--- config.mk ---
export PLATFORM = sky130hd
export DESIGN_NAME = vector_integer_alu
export DESIGN_NICKNAME = d
export VERILOG_FILES = /design/src/rtl/vialu_pkg.sv /design/src/rtl/vector_integer_alu.sv /design/src/rtl/vialu_alu_stage.sv /design/src/rtl/vialu_mul_stage.sv /design/src/rtl/vialu_sum_stage.sv
export SDC_FILE = /design/constraint.sdc
export NUM_CORES = 2
export LEC_CHECK = 0
export ABC_AREA = 1
export BUFFER_PORTS_ARGS = -buffer_cell sky130_fd_sc_hd__buf_4
export CORE_MARGIN = 1.5
export CORE_UTILIZATION = 48
export CTS_CLUSTER_DIAMETER = 40
export CTS_CLUSTER_SIZE = 30
export DETAILED_ROUTE_END_ITERATION = 16
export HOLD_SLACK_MARGIN = 0.03
export PLACE_DENSITY = 0.66
export SYNTH_ARGS = -nofsm -noshare
export SYNTH_HDL_FRONTEND = slang
export SYNTH_SLANG_ARGS = --single-unit
--- constraint.sdc ---
create_clock -name clk -period 7.6 [get_ports clk]
set_clock_uncertainty 0.2 [all_clocks]
set_input_delay 1.52 -clock clk [delete_from_list [all_inputs] [get_ports clk]]
set_output_delay 1.52 -clock clk [all_outputs]
set_load 0.02 [all_outputs]
--- src/rtl/vialu_pkg.sv ---
// ---------------------------------------------------------------------------
// vialu_pkg
// Operation codes, compare conditions and stage payload types of the ALU.
// ---------------------------------------------------------------------------
`timescale 1ns / 1ps

package vialu_pkg;

  // Operation codes.
  localparam logic [4:0] OP_MOV     = 5'd0;
  localparam logic [4:0] OP_ADD     = 5'd1;
  localparam logic [4:0] OP_SUB     = 5'd2;
  localparam logic [4:0] OP_SUBREV  = 5'd3;
  localparam logic [4:0] OP_AND     = 5'd4;
  localparam logic [4:0] OP_OR      = 5'd5;
  localparam logic [4:0] OP_XOR     = 5'd6;
  localparam logic [4:0] OP_NOT     = 5'd7;
  localparam logic [4:0] OP_SHL     = 5'd8;
  localparam logic [4:0] OP_SHR     = 5'd9;
  localparam logic [4:0] OP_ASR     = 5'd10;
  localparam logic [4:0] OP_SHR_A   = 5'd11;
  localparam logic [4:0] OP_MIN_S   = 5'd12;
  localparam logic [4:0] OP_MIN_U   = 5'd13;
  localparam logic [4:0] OP_MAX_S   = 5'd14;
  localparam logic [4:0] OP_MAX_U   = 5'd15;
  localparam logic [4:0] OP_MUL_LO  = 5'd16;
  localparam logic [4:0] OP_MUL_HI_S = 5'd17;
  localparam logic [4:0] OP_MUL_HI_U = 5'd18;
  localparam logic [4:0] OP_MUL24_S = 5'd19;
  localparam logic [4:0] OP_MAD24_S = 5'd20;
  localparam logic [4:0] OP_MAD24_U = 5'd21;
  localparam logic [4:0] OP_SAD     = 5'd22;
  localparam logic [4:0] OP_BFE_S   = 5'd23;
  localparam logic [4:0] OP_BFE_U   = 5'd24;
  localparam logic [4:0] OP_BFI     = 5'd25;
  localparam logic [4:0] OP_BCNT    = 5'd26;
  localparam logic [4:0] OP_BREV    = 5'd27;
  localparam logic [4:0] OP_CNDMASK = 5'd28;
  localparam logic [4:0] OP_CMP_S   = 5'd29;
  localparam logic [4:0] OP_CMP_U   = 5'd30;

  // Compare conditions.
  localparam logic [2:0] CMP_F  = 3'd0;
  localparam logic [2:0] CMP_EQ = 3'd1;
  localparam logic [2:0] CMP_NE = 3'd2;
  localparam logic [2:0] CMP_GT = 3'd3;
  localparam logic [2:0] CMP_LT = 3'd4;
  localparam logic [2:0] CMP_LE = 3'd5;
  localparam logic [2:0] CMP_GE = 3'd6;
  localparam logic [2:0] CMP_T  = 3'd7;

  localparam logic [4:0] SHIFT_MASK = 5'h1F;
  localparam int unsigned MUL24_WIDTH = 24;

  // Source of the final sum.
  localparam logic [1:0] SEL_BASE = 2'd0;
  localparam logic [1:0] SEL_LOW  = 2'd1;
  localparam logic [1:0] SEL_HIGH = 2'd2;

  typedef struct packed {
    logic [4:0]  operation;
    logic [31:0] operand_a;
    logic [31:0] operand_b;
    logic [31:0] operand_c;
    logic [2:0]  compare_kind;
    logic        select_flag;
  } vialu_req_t;

  typedef struct packed {
    logic [31:0] base;
    logic [31:0] addend;
    logic [31:0] mul_a;
    logic [31:0] mul_b;
    logic [1:0]  sel;
    logic        carry_in;
    logic        compare_bit;
  } vialu_s1_t;

  typedef struct packed {
    logic [63:0] product;
    logic [31:0] base;
    logic [31:0] addend;
    logic [1:0]  sel;
    logic        carry_in;
    logic        compare_bit;
  } vialu_s2_t;

  typedef struct packed {
    logic [31:0] result_value;
    logic        compare_bit;
  } vialu_res_t;

endpackage

--- src/rtl/vector_integer_alu.sv ---
// ---------------------------------------------------------------------------
// vector_integer_alu
// One lane of a 32-bit integer vector ALU in a three-stage pipeline.
// ---------------------------------------------------------------------------
// Usage: each request on the s_axis channel carries one instruction (operation,
// three operands and the compare condition in tdata, the select flag in tuser).
// Every request produces exactly one response on the m_axis channel, in order:
// the 32-bit result in tdata and the compare bit in tuser.
// The pipeline has three register stages, which a request passes in order; the
// third stage register drives m_axis. The first stage does logic, shifts,
// compares and bitfields, the second holds the 32 by 32 multiplier, the
// third the final adder that folds in addends and the signed high-product
// correction. Throughput is one request per cycle while the receiver takes
// responses; the block keeps no state between them.
// Each stage accepts whenever it is empty or its successor takes its content,
// so bubbles are squeezed out and a stalled receiver stops only what is queued
// behind the response it has not taken; s_axis_tready falls only once all
// three stages hold requests.
// Reset (rst, synchronous) empties the pipeline; no response is offered after it
// until new requests arrive.
// ---------------------------------------------------------------------------
`timescale 1ns / 1ps

module vector_integer_alu import vialu_pkg::*; (
  input  logic         clk,
  input  logic         rst,
  input  logic         s_axis_tvalid,
  output logic         s_axis_tready,
  // operation[4:0], operand_a[36:5], operand_b[68:37], operand_c[100:69],
  // compare_kind[103:101]
  input  logic [103:0] s_axis_tdata,
  // select_flag[0]
  input  logic [0:0]   s_axis_tuser,
  output logic         m_axis_tvalid,
  input  logic         m_axis_tready,
  // result_value[31:0]
  output logic [31:0]  m_axis_tdata,
  // compare_bit[0]
  output logic [0:0]   m_axis_tuser
);

  vialu_req_t req;
  vialu_s1_t  s1_data;
  vialu_s2_t  s2_data;
  vialu_res_t res;
  logic       s1_valid, s1_ready;
  logic       s2_valid, s2_ready;

  // Unpack the request payload.
  assign req.operation    = s_axis_tdata[4:0];
  assign req.operand_a    = s_axis_tdata[36:5];
  assign req.operand_b    = s_axis_tdata[68:37];
  assign req.operand_c    = s_axis_tdata[100:69];
  assign req.compare_kind = s_axis_tdata[103:101];
  assign req.select_flag  = s_axis_tuser[0];

  vialu_alu_stage u_alu (
    .clk       (clk),
    .rst       (rst),
    .in_valid  (s_axis_tvalid),
    .in_ready  (s_axis_tready),
    .in_data   (req),
    .out_valid (s1_valid),
    .out_ready (s1_ready),
    .out_data  (s1_data)
  );

  vialu_mul_stage u_mul (
    .clk       (clk),
    .rst       (rst),
    .in_valid  (s1_valid),
    .in_ready  (s1_ready),
    .in_data   (s1_data),
    .out_valid (s2_valid),
    .out_ready (s2_ready),
    .out_data  (s2_data)
  );

  // The last stage register is the output register of the block.
  vialu_sum_stage u_sum (
    .clk       (clk),
    .rst       (rst),
    .in_valid  (s2_valid),
    .in_ready  (s2_ready),
    .in_data   (s2_data),
    .out_valid (m_axis_tvalid),
    .out_ready (m_axis_tready),
    .out_data  (res)
  );

  assign m_axis_tdata    = res.result_value;
  assign m_axis_tuser[0] = res.compare_bit;

endmodule

--- src/rtl/vialu_alu_stage.sv ---
// ---------------------------------------------------------------------------
// vialu_alu_stage
// First stage: logic, shifts, compares, bitfields; prepares multiplier inputs.
// ---------------------------------------------------------------------------
`timescale 1ns / 1ps

module vialu_alu_stage import vialu_pkg::*; (
  input  logic       clk,
  input  logic       rst,
  input  logic       in_valid,
  output logic       in_ready,
  input  vialu_req_t in_data,
  output logic       out_valid,
  input  logic       out_ready,
  output vialu_s1_t  out_data
);

  function automatic logic [5:0] popcount32(input logic [31:0] v);
    logic [3:0] part [4];
    logic [5:0] total;
    for (int k = 0; k < 4; k++) begin
      part[k] = 4'd0;
      for (int i = 0; i < 8; i++) begin
        part[k] = part[k] + {3'd0, v[8*k+i]};
      end
    end
    total = {2'd0, part[0]} + {2'd0, part[1]} + {2'd0, part[2]} + {2'd0, part[3]};
    return total;
  endfunction

  function automatic logic compare32(input logic [31:0] x, input logic [31:0] y,
                                     input logic [2:0] kind);
    logic r;
    unique case (kind)
      CMP_F:   r = 1'b0;
      CMP_EQ:  r = (x == y);
      CMP_NE:  r = (x != y);
      CMP_GT:  r = (x > y);
      CMP_LT:  r = (x < y);
      CMP_LE:  r = (x <= y);
      CMP_GE:  r = (x >= y);
      default: r = 1'b1;
    endcase
    return r;
  endfunction

  logic [31:0] a, b, c;
  logic [4:0]  sh_a, sh_b, wid;
  logic        lt_s, lt_u, gt_s, gt_u;
  logic [31:0] abs_gap, field, fmask, bf_u, bf_s, rev, corr;
  logic [31:0] flip;
  vialu_s1_t   s1_next;
  logic        valid;
  vialu_s1_t   data;

  assign a    = in_data.operand_a;
  assign b    = in_data.operand_b;
  assign c    = in_data.operand_c;
  assign sh_a = a[4:0] & SHIFT_MASK;
  assign sh_b = b[4:0] & SHIFT_MASK;
  assign wid  = c[4:0] & SHIFT_MASK;
  assign flip = 32'h8000_0000;

  assign lt_s = (a ^ flip) < (b ^ flip);
  assign gt_s = (a ^ flip) > (b ^ flip);
  assign lt_u = a < b;
  assign gt_u = a > b;

  assign abs_gap = gt_u ? (a - b) : (b - a);

  // Bitfield extract: field from bit sh_b, wid bits, sign taken from its top bit.
  assign fmask = (32'h1 << wid) - 32'h1;
  assign field = (a >> sh_b) & fmask;
  assign bf_u  = field;
  assign bf_s  = field[wid - 5'd1] ? (field | ~fmask) : field;

  always_comb begin
    for (int i = 0; i < 32; i++) begin
      rev[i] = a[31 - i];
    end
  end

  // Signed high product = unsigned high product minus this correction.
  assign corr = (a[31] ? b : 32'd0) + (b[31] ? a : 32'd0);

  always_comb begin
    s1_next             = '0;
    s1_next.sel         = SEL_BASE;
    s1_next.mul_a       = a;
    s1_next.mul_b       = b;
    case (in_data.operation) inside
      OP_MOV:     s1_next.base = a;
      OP_ADD:     s1_next.base = a + b;
      OP_SUB:     s1_next.base = a - b;
      OP_SUBREV:  s1_next.base = b - a;
      OP_AND:     s1_next.base = a & b;
      OP_OR:      s1_next.base = a | b;
      OP_XOR:     s1_next.base = a ^ b;
      OP_NOT:     s1_next.base = ~a;
      OP_SHL:     s1_next.base = b << sh_a;
      OP_SHR:     s1_next.base = b >> sh_a;
      OP_ASR:     s1_next.base = $unsigned($signed(b) >>> sh_a);
      OP_SHR_A:   s1_next.base = a >> sh_b;
      OP_MIN_S:   s1_next.base = lt_s ? a : b;
      OP_MIN_U:   s1_next.base = lt_u ? a : b;
      OP_MAX_S:   s1_next.base = gt_s ? a : b;
      OP_MAX_U:   s1_next.base = gt_u ? a : b;
      OP_MUL_LO:  s1_next.sel = SEL_LOW;
      OP_MUL_HI_S: begin
        s1_next.sel      = SEL_HIGH;
        s1_next.addend   = ~corr;
        s1_next.carry_in = 1'b1;
      end
      OP_MUL_HI_U: s1_next.sel = SEL_HIGH;
      OP_MUL24_S, OP_MAD24_S: begin
        s1_next.sel    = SEL_LOW;
        s1_next.mul_a  = {{(32 - MUL24_WIDTH){a[MUL24_WIDTH-1]}}, a[MUL24_WIDTH-1:0]};
        s1_next.mul_b  = {{(32 - MUL24_WIDTH){b[MUL24_WIDTH-1]}}, b[MUL24_WIDTH-1:0]};
        s1_next.addend = (in_data.operation == OP_MAD24_S) ? c : 32'd0;
      end
      OP_MAD24_U: begin
        s1_next.sel    = SEL_LOW;
        s1_next.mul_a  = {{(32 - MUL24_WIDTH){1'b0}}, a[MUL24_WIDTH-1:0]};
        s1_next.mul_b  = {{(32 - MUL24_WIDTH){1'b0}}, b[MUL24_WIDTH-1:0]};
        s1_next.addend = c;
      end
      OP_SAD: begin
        s1_next.base   = abs_gap;
        s1_next.addend = c;
      end
      OP_BFE_S:   s1_next.base = bf_s;
      OP_BFE_U:   s1_next.base = bf_u;
      OP_BFI:     s1_next.base = (a & b) | (~a & c);
      OP_BCNT: begin
        s1_next.base   = {26'd0, popcount32(a)};
        s1_next.addend = b;
      end
      OP_BREV:    s1_next.base = rev;
      OP_CNDMASK: s1_next.base = in_data.select_flag ? b : a;
      OP_CMP_S:   s1_next.compare_bit = compare32(a ^ flip, b ^ flip, in_data.compare_kind);
      OP_CMP_U:   s1_next.compare_bit = compare32(a, b, in_data.compare_kind);
      default:    s1_next.base = 32'd0;
    endcase
  end

  assign in_ready = !valid || out_ready;

  always_ff @(posedge clk) begin
    if (rst) begin
      valid <= 1'b0;
    end else if (in_ready) begin
      valid <= in_valid;
    end
  end

  always_ff @(posedge clk) begin
    if (in_ready && in_valid) begin
      data <= s1_next;
    end
  end

  assign out_valid = valid;
  assign out_data  = data;

endmodule

--- src/rtl/vialu_mul_stage.sv ---
// ---------------------------------------------------------------------------
// vialu_mul_stage
// Second stage: the 32 by 32 unsigned multiplier, product registered.
// ---------------------------------------------------------------------------
`timescale 1ns / 1ps

module vialu_mul_stage import vialu_pkg::*; (
  input  logic      clk,
  input  logic      rst,
  input  logic      in_valid,
  output logic      in_ready,
  input  vialu_s1_t in_data,
  output logic      out_valid,
  input  logic      out_ready,
  output vialu_s2_t out_data
);

  logic      valid;
  vialu_s2_t data;
  vialu_s2_t s2_next;

  always_comb begin
    s2_next.product     = {32'd0, in_data.mul_a} * {32'd0, in_data.mul_b};
    s2_next.base        = in_data.base;
    s2_next.addend      = in_data.addend;
    s2_next.sel         = in_data.sel;
    s2_next.carry_in    = in_data.carry_in;
    s2_next.compare_bit = in_data.compare_bit;
  end

  assign in_ready = !valid || out_ready;

  always_ff @(posedge clk) begin
    if (rst) begin
      valid <= 1'b0;
    end else if (in_ready) begin
      valid <= in_valid;
    end
  end

  always_ff @(posedge clk) begin
    if (in_ready && in_valid) begin
      data <= s2_next;
    end
  end

  assign out_valid = valid;
  assign out_data  = data;

endmodule

--- src/rtl/vialu_sum_stage.sv ---
// ---------------------------------------------------------------------------
// vialu_sum_stage
// Third stage: picks base, low or high product and adds the addend and carry-in.
// ---------------------------------------------------------------------------
`timescale 1ns / 1ps

module vialu_sum_stage import vialu_pkg::*; (
  input  logic      clk,
  input  logic      rst,
  input  logic      in_valid,
  output logic      in_ready,
  input  vialu_s2_t in_data,
  output logic      out_valid,
  input  logic      out_ready,
  output vialu_res_t out_data
);

  logic       valid;
  vialu_res_t data;
  vialu_res_t res_next;
  logic [31:0] x;

  always_comb begin
    unique case (in_data.sel)
      SEL_LOW:  x = in_data.product[31:0];
      SEL_HIGH: x = in_data.product[63:32];
      default:  x = in_data.base;
    endcase
    res_next.result_value = x + in_data.addend + {31'd0, in_data.carry_in};
    res_next.compare_bit  = in_data.compare_bit;
  end

  assign in_ready = !valid || out_ready;

  always_ff @(posedge clk) begin
    if (rst) begin
      valid <= 1'b0;
    end else if (in_ready) begin
      valid <= in_valid;
    end
  end

  always_ff @(posedge clk) begin
    if (in_ready && in_valid) begin
      data <= res_next;
    end
  end

  assign out_valid = valid;
  assign out_data  = data;

endmodule

# --- Yosys cells after proc, flatten, opt, wreduce, memory -nomap -nowiden ---
# Cells that the tools add are included.
totals:
  regBits: 300
  input_bits: 109
  output_inout_bits: 35
  word_cells: 223
classes:
  n_addsub: 39
  bitwise: 12
  n_shift: 5
  reduce_logical: 15
  magnitude_cmp: 9
  eq_ne: 42
  mul: 1
  n_mux: 81
ops:
  columns: ["operator", "count"]
  rows:
  - ["$mux 32", 47]
  - ["$mux 64", 21]
  - ["$add 32x32->32", 3]
  - ["$add 4x1->4", 24]
  - ["$and 32x32->32", 3]
  - ["$not 32->32", 3]
  - ["$or 32x32->32", 3]
  - ["$eq 5x5->1 const B", 15]
  - ["$eq 32x32->1", 2]
  - ["$ge 32x32->1", 2]
  - ["$gt 32x32->1", 2]
  - ["$le 32x32->1", 2]
  - ["$lt 32x32->1", 2]
  - ["$mul 32x32->64", 1]
  - ["$ne 32x32->1", 2]
  - ["$pmux 32 s2", 1]
  - ["$shr 32x5->32", 2]
  - ["$sub 32x32->32", 2]
  - ["$eq 5x4->1 const B", 8]
  - ["$add 32x1->32", 1]
  - ["$shl 1x5->32 const A", 1]
  - ["$shl 32x5->32", 1]
  - ["$sshr 32x5->32", 1]
  - ["$sub 32x1->32 const B", 1]
  - ["other kinds (28)", 54]

# --- Logic depth before layout (Yosys ltp) ---
depth:
  word_depth: 36
  depth_mapped: 39
  ltp_nobuf: 38

# --- Hierarchy ---
# A second synthesis with hierarchy kept.
hier_totals:
  hier_cells: 10526
  area_unflattened_um2: 71706.3
modules_own_cells:
  columns: ["mod", "n_inst", "seq_area_each_um2", "area_each_um2", "cells_each"]
  rows:
  - ["vialu_mul_stage", 1, 3983.8, 40121.0, 5093]
  - ["vialu_alu_stage", 1, 3983.8, 27470.1, 4770]
  - ["vialu_sum_stage", 1, 1011.0, 4115.2, 663]

# --- Worst setup path before layout ---
# No wires, ideal clock.
synth_path:
  path_type: "input to register"
  from: "input port s_axis_tdata[7]"
  to: "register u_alu.data (netlist bit u_alu.out_data[105]), data pin"
  arrival_ns: 6.946
  cell_stages: 26
  required_time_ns: 7.135
  n_path_buf: 2
  path_slack_ns: 0.188
  setup_time_ns: 0.265
  path_cell_list: "inv_2 clkbuf_1 clkbuf_1 fa_1 fa_1 fa_1 fa_1 inv_1 fa_1 fa_1 ha_1 fa_1 a21oi_1 nor2_1 o31ai_1 o2111ai_1 nand2_1 nand2_1 nand2_1 nand4_1 o21bai_1 nand4_1 nand2_1 nand4_1 nor2_1 nand4_1"
synth_rtl:
  columns: ["item", "line", "source"]
  rows:
  - ["start, declared", "vector_integer_alu.sv:31", "input logic [103:0] s_axis_tdata,"]
  - ["end signal, assigned", "vialu_alu_stage.sv:158", "data <= s1_next;"]
  - ["end, declared", "vialu_alu_stage.sv:54", "vialu_s1_t data;"]

==> metrics.json <==
{
  "slowest_stage": {"value": "sky130_fd_sc_hd__fa_1"},
  "drt_iter0_drc": {"value": 9877},
  "cts-buffers-inserted": {"value": 50},
  "highest-signal-layer": {"value": "met5"},
  "numClockSinks": {"value": 300},
  "multi_input_area": {"value": 49600, "unit": "um2"},
  "cpMostUsedCell": {"value": "sky130_fd_sc_hd__fa_1"},
  "ant_nets": {"value": 0},
  "vert_die_dim": {"value": 377, "unit": "um"},
  "wl_per_cell": {"value": 28.0, "unit": "um"},
  "rows": {"value": 136},
  "coreArea": {"value": 138000, "unit": "um2"},
  "cp_max_fo": {"value": 7},
  "initial_core_util": {"value": 48.6, "unit": "%"},
  "timing.hold.ws": {"value": 0.212, "unit": "ns"},
  "synth_ff_type": {"value": "sky130_fd_sc_hd__edfxtp_1"},
  "status": {"value": "finished, violations left"},
  "die_area": {"value": 142000, "unit": "um2"},
  "layout_commonest_cell": {"value": "sky130_fd_sc_hd__nand2_1"},
  "clkLatencyLatePin": {"value": 0.67, "unit": "ns"},
  "overflow": {"value": 0},
  "final_critical_path_setup_slack": {"value": 0.0149, "unit": "ns"},
  "num_vias": {"value": 68333},
  "place_inst": {"value": 11326},
  "failed_checks": {"value": "capacitance limit, slew limit"},
  "cts.htree.levels": {"value": 2},
  "number_of_global_route_vias_before_repair": {"value": 66528},
  "final_instance_area": {"value": 77200, "unit": "um2"},
  "route.layer.met1.wl": {"value": 124, "unit": "mm"},
  "cts_tree": {"value": "built"},
  "floorplan.die.width": {"value": 377, "unit": "um"},
  "fillCellCount": {"value": 13046},
  "timing.slew.headroom": {"value": -3.93, "unit": "%"},
  "final_hold_violation_count": {"value": 0},
  "crit_required": {"value": 7.74, "unit": "ns"},
  "clkTransAtPathRegs": {"value": 0.07, "unit": "ns"},
  "syn-instance-count": {"value": 9199},
  "layout-area-overhead-vs-synth": {"value": 15.1, "unit": "%"},
  "avgViaCountPerCell": {"value": 5.95},
  "timing.final.setup_violations": {"value": 0},
  "nNetsFinal": {"value": 11084},
  "max_capacitance_violation_total": {"value": 2},
  "post_route_cells_drive_above_1_share": {"value": 12.1, "unit": "%"},
  "grt_start_max_net_pins": {"value": 133},
  "met3_length": {"value": 42.7, "unit": "mm"},
  "global_route.usage.total": {"value": 44.8, "unit": "%"},
  "grt_first_pass_wirelength": {"value": 458, "unit": "mm"},
  "grt_antenna_before_repair": {"value": 41},
  "io_pins": {"value": 144},
  "achievable-frequency": {"value": 132, "unit": "MHz"},
  "layout.area.seq": {"value": 8980, "unit": "um2"},
  "period_needed": {"value": 7.59, "unit": "ns"},
  "dpl-instance-area": {"value": 74200, "unit": "um2"},
  "drtPass1Iterations": {"value": 8},
  "number_of_enable_flip_flop_cells_after_synthesis": {"value": 297},
  "cts_max_path_buffers": {"value": 3},
  "port_buffers": {"value": 143},
  "worst_setup_path_end_kind": {"value": "register"},
  "tightest_slew": {"value": 1.54, "unit": "ns"},
  "synth-seq-area-share": {"value": 13.4, "unit": "%"},
  "fin_cells": {"value": 11494},
  "wl_met2": {"value": 131, "unit": "mm"},
  "syn-mean-instance-area": {"value": 7.29, "unit": "um2"},
  "synth.ff_latch_count": {"value": 300},
  "pre_cts_ws": {"value": -0.280, "unit": "ns"},
  "gp_routability_congestion": {"value": 1.12},
  "finalMaxSlewViolations": {"value": 4},
  "period_share": {"value": 99.8, "unit": "%"},
  "rsz_0062_raised_after_global_routing": {"value": "true"},
  "cpPeakStageDelay": {"value": 0.55, "unit": "ns"},
  "drc": {"value": 0},
  "critical_path_class": {"value": "reg -> reg"},
  "post_synth_instance_area": {"value": 67100, "unit": "um2"},
  "root_buffer": {"value": "sky130_fd_sc_hd__clkbuf_16"},
  "critical_path_start_type": {"value": "register"},
  "timing.hold.worst.class": {"value": "reg -> reg"},
  "synth_async_sr_flop_share": {"value": 0, "unit": "%"},
  "synth.yosys.warnings": {"value": 0},
  "holdBufCountCts": {"value": 0},
  "post_synth_num_cell_types": {"value": 65},
  "synth_fp_nets": {"value": 10712},
  "hpwlAfterDp": {"value": 260, "unit": "mm"},
  "cp_data_arrival_time": {"value": 7.73, "unit": "ns"},
  "wirelength": {"value": 322, "unit": "mm"},
  "layout.cells.most_common_list": {"value": "sky130_fd_sc_hd__nand2_1, sky130_fd_sc_hd__inv_1, sky130_fd_sc_hd__fa_1, sky130_fd_sc_hd__buf_4, sky130_fd_sc_hd__o21ai_0"}
}
## path summary, 6_finish.rpt
path	from	end	slack (ns)	depth (start not counted)
worst max-delay path	u_alu.out_data[6]$_DFFE_PP_	u_mul.out_data[120]$_DFFE_PP_	0.01	32
worst min-delay path	u_alu.out_data[85]$_SDFFCE_PP0P_	u_mul.out_data[21]$_DFFE_PP_	0.21	0
worst max register to register	u_alu.out_data[6]$_DFFE_PP_	u_mul.out_data[120]$_DFFE_PP_	0.01	32
worst min register to register	u_alu.out_data[85]$_SDFFCE_PP0P_	u_mul.out_data[21]$_DFFE_PP_	0.21	0
## logic make-up (layout without fill, tap and decap cells)
group           count (synthesis)  count (layout)  share of synthesized area [%]
compound gates               1459            1459                           12.9
xor+xnor                      202             202                           2.64
fa+ha+maj                    1404            1404                           36.5
buf+inv                      2402            2815                           13.6
flops                         300             300                           13.4
mux                            11              11                          0.164
other cells                     0              19                              0
simple gates                 3421            3421                           20.8
## metrics by stage
stage               util (%)  setup TNS [ns]
CTS                     55.1        -0.00348
finish                  55.9               0
global placement        53.7           -2.32
detailed placement      53.7           -3.76
floorplan                  -               0
global route            55.9           -2.35
## Yosys cell counts (10+ instances only)
cell	number	area, um2
sky130_fd_sc_hd__a211oi_1	13	97.6
sky130_fd_sc_hd__a21o_1	11	82.6
sky130_fd_sc_hd__a21oi_1	452	2260
sky130_fd_sc_hd__a221o_1	31	310
sky130_fd_sc_hd__a31oi_1	27	169
sky130_fd_sc_hd__buf_1	36	135
sky130_fd_sc_hd__buf_2	50	250
sky130_fd_sc_hd__clkbuf_1	432	1620
sky130_fd_sc_hd__clkinv_1	12	45.0
sky130_fd_sc_hd__edfxtp_1	297	8920
sky130_fd_sc_hd__fa_1	924	18500
sky130_fd_sc_hd__ha_1	480	6010
sky130_fd_sc_hd__inv_1	1843	6920
sky130_fd_sc_hd__inv_2	14	52.6
sky130_fd_sc_hd__mux2i_1	11	110
sky130_fd_sc_hd__nand2_1	2381	8940
sky130_fd_sc_hd__nand3_1	357	1790
sky130_fd_sc_hd__nand3b_1	11	82.6
sky130_fd_sc_hd__nand4_1	112	701
sky130_fd_sc_hd__nor2_1	437	1640
sky130_fd_sc_hd__nor2_2	10	62.6
sky130_fd_sc_hd__nor3_1	36	180
sky130_fd_sc_hd__o2111ai_1	37	324
sky130_fd_sc_hd__o211ai_1	211	1580
sky130_fd_sc_hd__o21a_1	10	75.1
sky130_fd_sc_hd__o21ai_0	514	2570
sky130_fd_sc_hd__o21ai_1	22	110
sky130_fd_sc_hd__o21bai_1	25	188
sky130_fd_sc_hd__o221ai_1	15	131
sky130_fd_sc_hd__o22ai_1	30	188
sky130_fd_sc_hd__or2_2	42	263
sky130_fd_sc_hd__xnor2_1	53	464
sky130_fd_sc_hd__xor2_1	149	1310
## layer usage
layer	up-vias	GRT usage [%]
met5	-	0
met4	28	27.0
met2	4663	64.3
met3	991	14.2
met1	33183	58.9
li1	29468	-
## flip-flops by register name, summed over array words and instances, names as in the netlist
signal and flops:
u_alu.out_data 132, u_mul.out_valid 1, u_alu.out_valid 1, u_sum.out_data 33, u_sum.out_valid 1, u_mul.out_data 132
## what timing repair did
action                     4_1_cts  5_1_grt
pin swaps                        9       40
gates cloned                     0        3
gates resized for setup         14      159
setup endpoints to repair       28       32
buffers inserted                 4       49
## area by class of cell
cell class              count  area share (%)
inverters                1870            9.10
diodes                     19          0.0616
well taps                1863            3.02
multi-input cells        6497            64.3
clock buffers              56            1.65
repair buffers            852            9.67
flip-flops and latches    300            11.6
clock inverters            37           0.593
## critical path: cells and delay by family (launching register included)
family | cells | cell delay, ns
AOI/OAI and AO/OA | 13 | 1.98
xor gates and xnor gates | 1 | 0.14
adders and majority gates | 9 | 3.80
buffers and inverters | 8 | 0.71
DFF | 1 | 0.37
and+or+nand+nor | 1 | 0.08
Power is not shown: default switching activity piles up to over one toggle a cycle in this logic, so the estimate is an artifact.
